### src/design/assert_macros.svh
// Assertion macros for the heap RTL.
// Depends on a clock named clk and a reset named rst in the including scope.
`ifndef ASSERT_MACROS_SVH
`define ASSERT_MACROS_SVH

// Checked on every rising edge outside reset.
`define MHIRQ_ASSERT(lbl, prop, msg) \
  lbl: assert property (@(posedge clk) disable iff (rst) prop) else $error(msg);

// Checked on every rising edge, reset included.
`define MHIRQ_ASSERT_ALWAYS(lbl, prop, msg) \
  lbl: assert property (@(posedge clk) prop) else $error(msg);

`endif

### src/design/mhirq_pkg.sv
// Package for the min-heap insert and relation query block.
// Holds item kind codes and the control state type; no dependencies.
`default_nettype none

package mhirq_pkg;

  // Item kind codes
  localparam logic [2:0] KIND_INSERT  = 3'd0;
  localparam logic [2:0] KIND_ROOT    = 3'd1;
  localparam logic [2:0] KIND_PARENT  = 3'd2;
  localparam logic [2:0] KIND_CHILD   = 3'd3;
  localparam logic [2:0] KIND_SIBLING = 3'd4;

  // Control states
  typedef enum logic [2:0] {
    ST_IDLE,
    ST_SIFT,
    ST_PLACE,
    ST_SCAN,
    ST_DONE
  } state_t;

endpackage

`default_nettype wire

### src/design/mhirq_relate.sv
// Relation check between two 1-based heap positions.
// Depends on mhirq_pkg for the kind codes; a position of zero means not found.
`default_nettype none

module mhirq_relate
  import mhirq_pkg::*;
#(
  parameter int PW = 11
) (
  input  wire logic [2:0]    kind,
  input  wire logic [PW-1:0] pa,
  input  wire logic [PW-1:0] pb,
  output logic               answer
);

  logic [PW-1:0] lo;
  logic [PW-1:0] hi;
  logic          both_found;

  // order the pair for the sibling test
  assign lo         = (pa < pb) ? pa : pb;
  assign hi         = (pa < pb) ? pb : pa;
  assign both_found = (pa != '0) && (pb != '0);

  always_comb begin
    case (kind)
      KIND_ROOT:    answer = (pa == PW'(1));
      KIND_PARENT:  answer = both_found && (pa == (pb >> 1));
      KIND_CHILD:   answer = both_found && ((pa >> 1) == pb);
      // positions 2k and 2k+1
      KIND_SIBLING: answer = (lo != '0) && hi[0] &&
                             (({1'b0, lo} + 1'b1) == {1'b0, hi});
      default:      answer = 1'b0;
    endcase
  end

endmodule

`default_nettype wire

### config.mk
export PLATFORM = sky130hd
export DESIGN_NAME = mhirq_relate
export DESIGN_NICKNAME = d
export VERILOG_FILES = /design/src/design/assert_macros.svh /design/src/design/mhirq_pkg.sv /design/src/design/mhirq_relate.sv
export SDC_FILE = /design/constraint.sdc
export NUM_CORES = 1
export LEC_CHECK = 0
export ABC_AREA = 1
export BUFFER_PORTS_ARGS = -buffer_cell sky130_fd_sc_hd__buf_2
export CAP_MARGIN = 25
export CORE_ASPECT_RATIO = 0.9
export CORE_MARGIN = 2
export CORE_UTILIZATION = 51
export DETAILED_ROUTE_END_ITERATION = 16
export PLACE_DENSITY = 0.76
export SETUP_SLACK_MARGIN = 0.15
export SKIP_LAST_GASP = 1
export SYNTH_ARGS = -nofsm -noshare
export SYNTH_HDL_FRONTEND = slang
export SYNTH_SLANG_ARGS = --single-unit
### constraint.sdc
create_clock -name vclk -period 9.7
set_input_delay 1.94 -clock vclk [all_inputs]
set_output_delay 1.94 -clock vclk [all_outputs]
set_load 0.01 [all_outputs]
==> results of run 1 <==
[layout make-up]
class | instances | area share
multi-input combinational | 202 | 0.785
inverter | 41 | 0.104
tap | 28 | 0.0236
timing repair buffer | 26 | 0.0876
[layer usage]
metal  track usage  share of wire  up-vias
met4        0.0116        0.00053        0
met5             0              0        -
met3        0.0220          0.072        2
met1         0.354           0.49      721
met2         0.463           0.44       63
li1              -              -      871
[stage by stage]
stage / hold WS (ps) / setup WS [ps] / cells / total power, mW / cell area [um^2]
6_report: 4380 / 2980 / 297 / 0.0779 / 1490
5_1_grt: 4400 / 2620 / 297 / 0.0880 / 1490
4_1_cts: 4380 / 2990 / 297 / 0.0770 / 1490
3_5_place_dp: 4370 / 3010 / 297 / 0.0766 / 1490
3_3_place_gp: 4380 / 3100 / 297 / 0.0760 / 1490
2_1_floorplan: 4100 / 3690 / 248 / 0.0572 / 1350
[power breakdown]
part	leakage [nW]	switching (mW)	total, mW	internal (mW)
registers	0	0	0	0
clock network	0	0	0	0
logic	0.842	0.0505	0.0779	0.0274
total	0.842	0.0505	0.0779	0.0274
[worst min path at each step]
stage | start | to | slack (ps) | cells past startpoint
after CTS | kind[0] | answer | 4380 | 6
after detailed placement | kind[0] | answer | 4370 | 6
final | kind[2] | answer | 4380 | 7
after global placement | kind[0] | answer | 4380 | 6
after floorplan | kind[0] | answer | 4100 | 4
after global routing | kind[0] | answer | 4400 | 6
[Yosys cell counts (all sizes together) (5+ instances only)]
cell    n
nor2   23
nand3  15
o22ai   5
ha     13
a21oi   6
o21ai   6
inv    41
nand4  17
nand2  85
xor2   10
[cell families after synthesis]
group	Yosys count	synth area share
AOI/OAI and AO/OA	28	0.134
adders and majority gates	13	0.120
and+or+nand+nor	148	0.523
buffers and inverters	46	0.139
xor gates and xnor gates	13	0.0841
[worst max-delay path: stages]
cell and delay [ps]:
buf_2 140, inv_1 90, ha_1 290, nand2_1 100
inv_1 50, nand2_2 80, inv_1 60, nand2_2 170
nand3_2 350, nand2_1 180, nand2_2 90, ha_1 250
nand3_1 100, nand2_1 50, nor2_1 90, nand2_1 50
nor2_1 80, nand3_1 80, nor2_1 90, nand3_1 70
nor2_1 110, nand3_1 80, nand2_1 60, buf_2 120
==> reports/qor.yml, run 1 <==
power:
  ir_drop_mv: 0.0346
  cellPowerDensity_nw_per_um2: 52.4
  total_leakage_power_nw: 0.842
global_routing:
  overflow: 0
  grt_antenna_before_repair: 0
  grt_max_degree: 21
  grt_usage: 0.259
  grt_pass1_vias: 1492
  grt_first_pass_wirelength_mm: 6.42
sta:
  drv_slew: 0
  fin_crit_sh: 0.693
  fin_crit_ps: 6720
  slew_headroom: 0.762
  timing.fmax_ghz: 0.149
  setup_viol_count_final: 0
  finalSetupTns_ps: 0
  rsz0062_at_grt: "false"
  hold_viol: 0
  max_slew.worst_pin.slew_ps: 353
detailed_routing:
  num_vias: 1657
  wirelength_mm: 3.80
  ant_nets: 0
  routedWlPerCell_um: 12.8
  vias_per_cell: 5.58
  drt_iter0_drc: 98
  first_pass_iters: 4
  drcViolationCount: 0
cts:
  post_cts_resize_count: 0
  cts_hold_buf: 0
  cts_setup_buffers: 0
logic_synthesis:
  synth_top_area_cell: "nand2_1"
  yosysWarnings: 0
  avgSynthCellArea_um2: 5.46
  synthCells: 248
  ys_top_cells_by_area: "nand2_1 (21%), ha_1 (12%), inv_1 (11%)"
  yosysUniqueCellTypes: 32
  syn_nets: 286
  synth_area_um2: 1350
  synth_top_area_frac: 0.211
  seq_area_frac_synth: 0
finish:
  nFillCells: 271
  multi_input_area_um2: 1170
  final_common_cell: "nand2_1"
  nets: 309
  synthToLayoutAreaGrowth_pct: 9.70
  clockBufferCount: 0
  seq_cells: 0
  drive_gt1_frac: 0.167
  final_cell_mix: "nand2_1 (76), inv_1 (40), buf_2 (26)"
  final_util: 0.597
  antenna_cells: 0
  ff_latch_area_um2: 0
placement:
  place_congestion: 0.945
  io_buffer_count: 26
  dpl.hpwl_mm: 3.11
setup_path:
  cp-endpoint: "answer"
  cp-end-kind: "primary output"
  cp.arrival_ps: 4780
  critPathMaxFanout: 20
  crit_start: "pb[10]"
  cp.required_ps: 7760
  critPathKind: "primary input to primary output"
  start_kind: "primary input"
floorplan:
  num_rows: 17
  io_pins: 26
  die_h_um: 52.9
  die_x_um: 58.3
  die_area_um2: 3080
  start_util: 0.544
  core_area_um2: 2490
flow_run:
  cap_violations: 0
outcome:
  outcome: "finished, final reports clean"
hold_path:
  min_path_type: "primary input to primary output"
No activity file was read; power rests on OpenSTA's default activity.
==> run 2, diff against run 1 <==
clock period = 6.4 ns   (was 9.7 ns; I/O delays follow)
==> reports/qor.yml, run 2 (synthesized netlist as in run 1, its figures left out) <==
setup_path:
  critPathKind: "primary input to primary output"
  critPathMaxFanout: 20  # unchanged
  start_kind: "primary input"
  cp-endpoint: "answer"
  cp.required_ps: 5120  # -2640 ps
  crit_start: "pb[6]"
  cp-end-kind: "primary output"
  cp.arrival_ps: 4110  # -670 ps
detailed_routing:
  vias_per_cell: 5.56  # -0.42%
  wirelength_mm: 3.81  # +0.29%
  drt_iter0_drc: 84  # -14%
  num_vias: 1650  # -0.42%
  routedWlPerCell_um: 12.8  # +0.29%
  drcViolationCount: 0  # unchanged
  first_pass_iters: 4  # unchanged
  ant_nets: 0  # unchanged
power:
  ir_drop_mv: 0.0545  # +58%
  pwr-share-comb: 1.000  # about the same
  cellPowerDensity_nw_per_um2: 79.2  # +51%
  swShare: 0.647  # -0.00131
  switching_power_uw: 76.2  # +51%
  clock_power_share: 0  # unchanged
  total_leakage_power_nw: 0.842  # unchanged
  p_int_uw: 41.5  # +52%
  p_seq_frac: 0  # unchanged
global_routing:
  grt_pass1_vias: 1423  # -4.6%
  overflow: 0  # unchanged
  grt_use_met2: 0.457  # -0.00562
  grt_max_degree: 21  # unchanged
  grt_use_met1: 0.378  # +0.0245
  met3_usage: 0  # -0.0220
  grt_usage: 0.261  # +0.00154
  grt_busiest_layer: "met2"
  grt_antenna_before_repair: 0  # unchanged
  grt_first_pass_wirelength_mm: 6.41  # -0.11%
placement:
  placed_cells: 297  # unchanged
  io_buffer_count: 26  # unchanged
  place_congestion: 0.943  # -0.16%
  dpl.hpwl_mm: 3.14  # +1.2%
finish:
  drive_gt1_frac: 0.167  # unchanged
  nets: 309  # unchanged
  synthToLayoutAreaGrowth_pct: 9.70  # unchanged
  clockBufferCount: 0  # unchanged
  final_common_cell: "nand2_1"
  final_cell_mix: "nand2_1 (76), inv_1 (40), buf_2 (26)"
  antenna_cells: 0  # unchanged
  ff_latch_area_um2: 0  # unchanged
  seq_cells: 0  # unchanged
  stdcell_count: 297  # unchanged
cts:
  cts_setup_buffers: 0  # unchanged
  post_cts_resize_count: 0  # unchanged
  cts_hold_buf: 0  # unchanged
floorplan:
  die_x_um: 58.3  # unchanged
  start_util: 0.544  # unchanged
  core_area_um2: 2490  # unchanged
  die_h_um: 52.9  # unchanged
  die_area_um2: 3080  # unchanged
  io_pins: 26  # unchanged
  num_rows: 17  # unchanged
sta:
  slew_headroom: 0.762  # about the same
  hold_viol: 0  # unchanged
  timing.fmax_ghz: 0.186
  drv_slew: 0  # unchanged
  fin_crit_sh: 0.842
  fin_crit_ps: 5390
  rsz0062_at_grt: "false"
  max_slew.worst_pin.slew_ps: 354  # +0.802 ps
  setup_viol_count_final: 0  # unchanged
  finalSetupTns_ps: 0  # unchanged
outcome:
  outcome: "finished, final reports clean"
flow_run:
  cap_violations: 0  # unchanged
hold_path:
  min_path_type: "primary input to primary output"
## run 2: cell counts in the layout (fill, tap and decap cells not counted)
No cell type changed its count.
## run 2: layout make-up
cell class,instances,area [um^2]
Inverter,41,154
Multi-Input combinational cell,202,1170
Tap cell,28,35.0
Fill cell,272,1000
Timing Repair Buffer,26,130
## run 2: how the worst min path moves through the flow
stage,start,endpoint,slack [ps],depth (start not counted)
floorplan,kind[0],answer,2780,4
global placement,kind[0],answer,3060,6
detailed placement,kind[0],answer,3050,6
CTS,kind[0],answer,3050,6
global route,kind[0],answer,3080,6
finish,kind[0],answer,3060,6
## run 2: stage by stage
| stage | hold slack [ps] | utilization | setup WS, ps | power, mW | area (um^2) |
|---|---|---|---|---|---|
| floorplan | 2780 | - | 1710 | 0.0867 | 1350 |
| global placement | 3060 | 0.597 | 1130 | 0.115 | 1490 |
| detailed placement | 3050 | 0.597 | 1040 | 0.117 | 1490 |
| CTS | 3050 | 0.597 | 1030 | 0.117 | 1490 |
| global route | 3080 | 0.597 | 551 | 0.133 | 1490 |
| finish | 3060 | 0.597 | 1010 | 0.118 | 1490 |
## run 2: critical path, stage by stage
cell     delay, ps
buf_2          150
inv_1          110
ha_1           320
a21oi_1        140
nand2_1         90
nand2_2        170
nand3_2        340
nand2_1        170
nand2_2         90
ha_1           240
nand3_1         90
nand2_1         50
nor2_1          90
nand2_1         50
nor2_1          80
nand3_1         90
nor2_1         100
nand3_1         80
nor2_1         110
nand3_1         70
nand2_1         50
buf_2          120
## run 2: power by group through the flow
stage                     sequential (mW)  combinational (mW)  clock [mW]
after floorplan                         0              0.0867           0
after global placement                  0               0.115           0
after detailed placement                0               0.117           0
after CTS                               0               0.117           0
after global routing                    0               0.133           0
final                                   0               0.118           0
## run 2: layer usage
layer	share of wire	wire (um)
met4	0	0
met3	0.054	206
met2	0.45	1720
met5	0	0
met1	0.49	1880
==> run 3, diff against run 2 <==
ABC_AREA = 0   (was 1)
PLACE_DENSITY = 0.8   (was 0.76)
clock period = 4.7 ns   (was 6.4 ns; I/O delays follow)
==> reports/qor.yml, run 3 <==
setup_path:
  critPathKind: "primary input to primary output"
  slowest_delay_ps: 350  # about the same
  crit_slowest_cell: "a2111oi_4"
  critPathTopFamily: "compound AO/OA/AOI/OAI gates"
  worstPathCellList: "buf_2 > ha_1 > nand3_1 > a2111oi_4 > a211oi_4 > mux2i_1 > inv_1 > ha_4 > nand4_1 > o21a_1 > o21ai_1 > o31ai_2 > o21ai_1 > a211oi_2 > a41o_1 > buf_2"
  cp.arrival_ps: 3740  # -370 ps
  start_kind: "primary input"
  critPathMaxFanout: 8  # -60%
  cp-end-kind: "primary output"
  cp.required_ps: 3760  # -1360 ps
  worst-path-buf-inv: 3  # unchanged
placement:
  io_buffer_count: 26  # unchanged
  dpl.hpwl_mm: 3.23  # +2.6%
  dp_slack_ps: -105  # -1140 ps
  place_congestion: 0.957  # +1.5%
finish:
  clockBufferCount: 0  # unchanged
  final_cell_mix: "buf_4 (31), buf_2 (22), xor2_1 (19)"
  seq_cells: 0  # unchanged
  nFillCells: 189  # -31%
  synthToLayoutAreaGrowth_pct: 34.4
  ff_latch_area_um2: 0  # unchanged
  final_common_cell: "buf_4"
  antenna_cells: 0  # unchanged
  nets: 266  # -14%
  multi_input_area_um2: 1300  # +11%
  drive_gt1_frac: 0.367  # +0.200
logic_synthesis:
  syn_nets: 227  # -21%
  ys_top_cells_by_area: "xor2_1 (13%), ha_1 (12%), xnor2_1 (9.2%)"
  synthCells: 189  # -24%
  avgSynthCellArea_um2: 7.02  # +29%
  synth_top_cells_by_count: "xor2_1 (19), inv_1 (15), xnor2_1 (14), ha_1 (13), nor2_1 (12)"
  synth_area_um2: 1330  # -2.0%
  synth_compound_area_frac: 0.169  # +0.0349
  yosysUniqueCellTypes: 41  # +28%
  synth_top_area_cell: "xor2_1"
  seq_area_frac_synth: 0  # unchanged
  synth_top_area_frac: 0.125  # -0.0852
  synth_xor_area_frac: 0.218  # +0.134
  synth.area.mux_share: 0.0528  # +0.0528
  synthAdderAreaFrac: 0.123  # +0.00249
  yosysWarnings: 0  # unchanged
  synth_top_family_by_area: "simple AND/OR/NAND/NOR gates"
  synth-simple-area-share: 0.305  # -0.218
  synth.most_common_cell: "xor2_1"
detailed_routing:
  first_pass_iters: 4  # unchanged
  wirelength_mm: 4.56  # +20%
  dr_wl_met3_um: 379  # +84%
  drcViolationCount: 0  # unchanged
  drt-met1-wl_mm: 1.82  # -3.2%
  vias_per_cell: 6.24  # +12%
  top_layer_used: "met4"
  num_vias: 1585  # -3.9%
  routedWlPerCell_um: 17.9  # +40%
  ant_nets: 0  # unchanged
  dr_wl_met2_mm: 2.17  # +26%
  drt_iter0_drc: 129  # +54%
sta:
  setup_viol_count_final: 0  # unchanged
  max_slew.worst_pin.slew_ps: 520  # +166 ps
  fin_crit_sh: 0.996
  layout_setup_ws_ps: 19.7  # -989 ps
  holdWs_ps: 2400  # -663 ps
  rsz0062_at_grt: "true"
  timing.fmax_ghz: 0.214
  fin_crit_ps: 4680
  drv_slew: 0  # unchanged
  slew_headroom: 0.650  # -0.112
  hold_viol: 0  # unchanged
global_routing:
  overflow: 0  # unchanged
  grt_antenna_before_repair: 0  # unchanged
  grt_max_degree: 15  # -29%
  grt_pass1_vias: 1512  # +6.3%
  grt_usage: 0.322  # +0.0615
  grt_first_pass_wirelength_mm: 7.47  # +17%
floorplan:
  num_rows: 17  # unchanged
  die_h_um: 52.4  # -0.94%
  die_x_um: 57.8  # -0.95%
  io_pins: 26  # unchanged
  start_util: 0.538  # -0.00647
  die_area_um2: 3030  # -1.9%
  core_area_um2: 2470  # -0.85%
hold_path:
  hold_depth: 4  # -2
  hold_end: "answer"
  min_from: "kind[2]"
  min_path_type: "primary input to primary output"
power:
  ir_drop_mv: 0.0849  # +56%
  total_leakage_power_nw: 0.785  # -6.8%
  cellPowerDensity_nw_per_um2: 108  # +36%
cts:
  cts_hold_buf: 0  # unchanged
flow_run:
  cap_violations: 0  # unchanged
outcome:
  outcome: "finished, final reports clean"
-- run 3: cell types whose count changed after synthesis, sizes merged, moves of 7 or more --
cell / change
buf: +13
inv: -26
mux2i: +7
nand2: -75
nand4: -9
nor2: -11
nor3: +8
xnor2: +11
xor2: +9
-- run 3: stage by stage --
stage	cell area (um^2)	cells	setup TNS [ps]	total power [mW]	utilization
final	1780	254	0	0.192	0.723
after global routing	1780	254	-147	0.207	0.723
after CTS	1770	253	0	0.180	0.717
after detailed placement	1600	243	-105	0.159	0.648
after global placement	1600	243	0	0.153	0.648
after floorplan	1440	189	0	0.120	-
-- run 3: layer usage --
| layer | track usage | up-vias |
|---|---|---|
| li1 | - | 745 |
| met1 | 0.433 | 731 |
| met2 | 0.544 | 91 |
| met3 | 0.0148 | 18 |
| met4 | 0.120 | 0 |
| met5 | 0 | - |
-- run 3: power by group --
part	switching (mW)	internal, mW
sequential	0	0
clock	0	0
combinational	0.104	0.0881
-- run 3: cell type report --
class / instances / share of cell area
Inverter: 15 / 0.0344
Multi-Input combinational cell: 154 / 0.728
Tap cell: 28 / 0.0196
Timing Repair Buffer: 57 / 0.218
-- run 3: repair_timing --
action                     4_1_cts  5_1_grt
cloned                           0        0
setup endpoints to repair        1        1
pin swaps                       15        3
resized for setup               22        1
buffers inserted                10        1
-- run 3: worst max path at each step --
stage	start	endpoint	slack, ps	depth (start not counted)
2_1_floorplan	pb[6]	answer	110	16
4_1_cts	pb[6]	answer	80	17
6_report	pa[3]	answer	20	16
3_5_place_dp	pa[10]	answer	-110	15
5_1_grt	pb[0]	answer	-150	16
3_3_place_gp	pa[10]	answer	60	15
-- run 3: cell families (layout without fill, tap and decap cells) --
family	Yosys count	after routing
and+or+nand+nor	73	73
adders and majority gates	13	13
buffers and inverters	35	72
xor gates and xnor gates	33	33
muxes	7	7
AOI/OAI and AO/OA	28	28
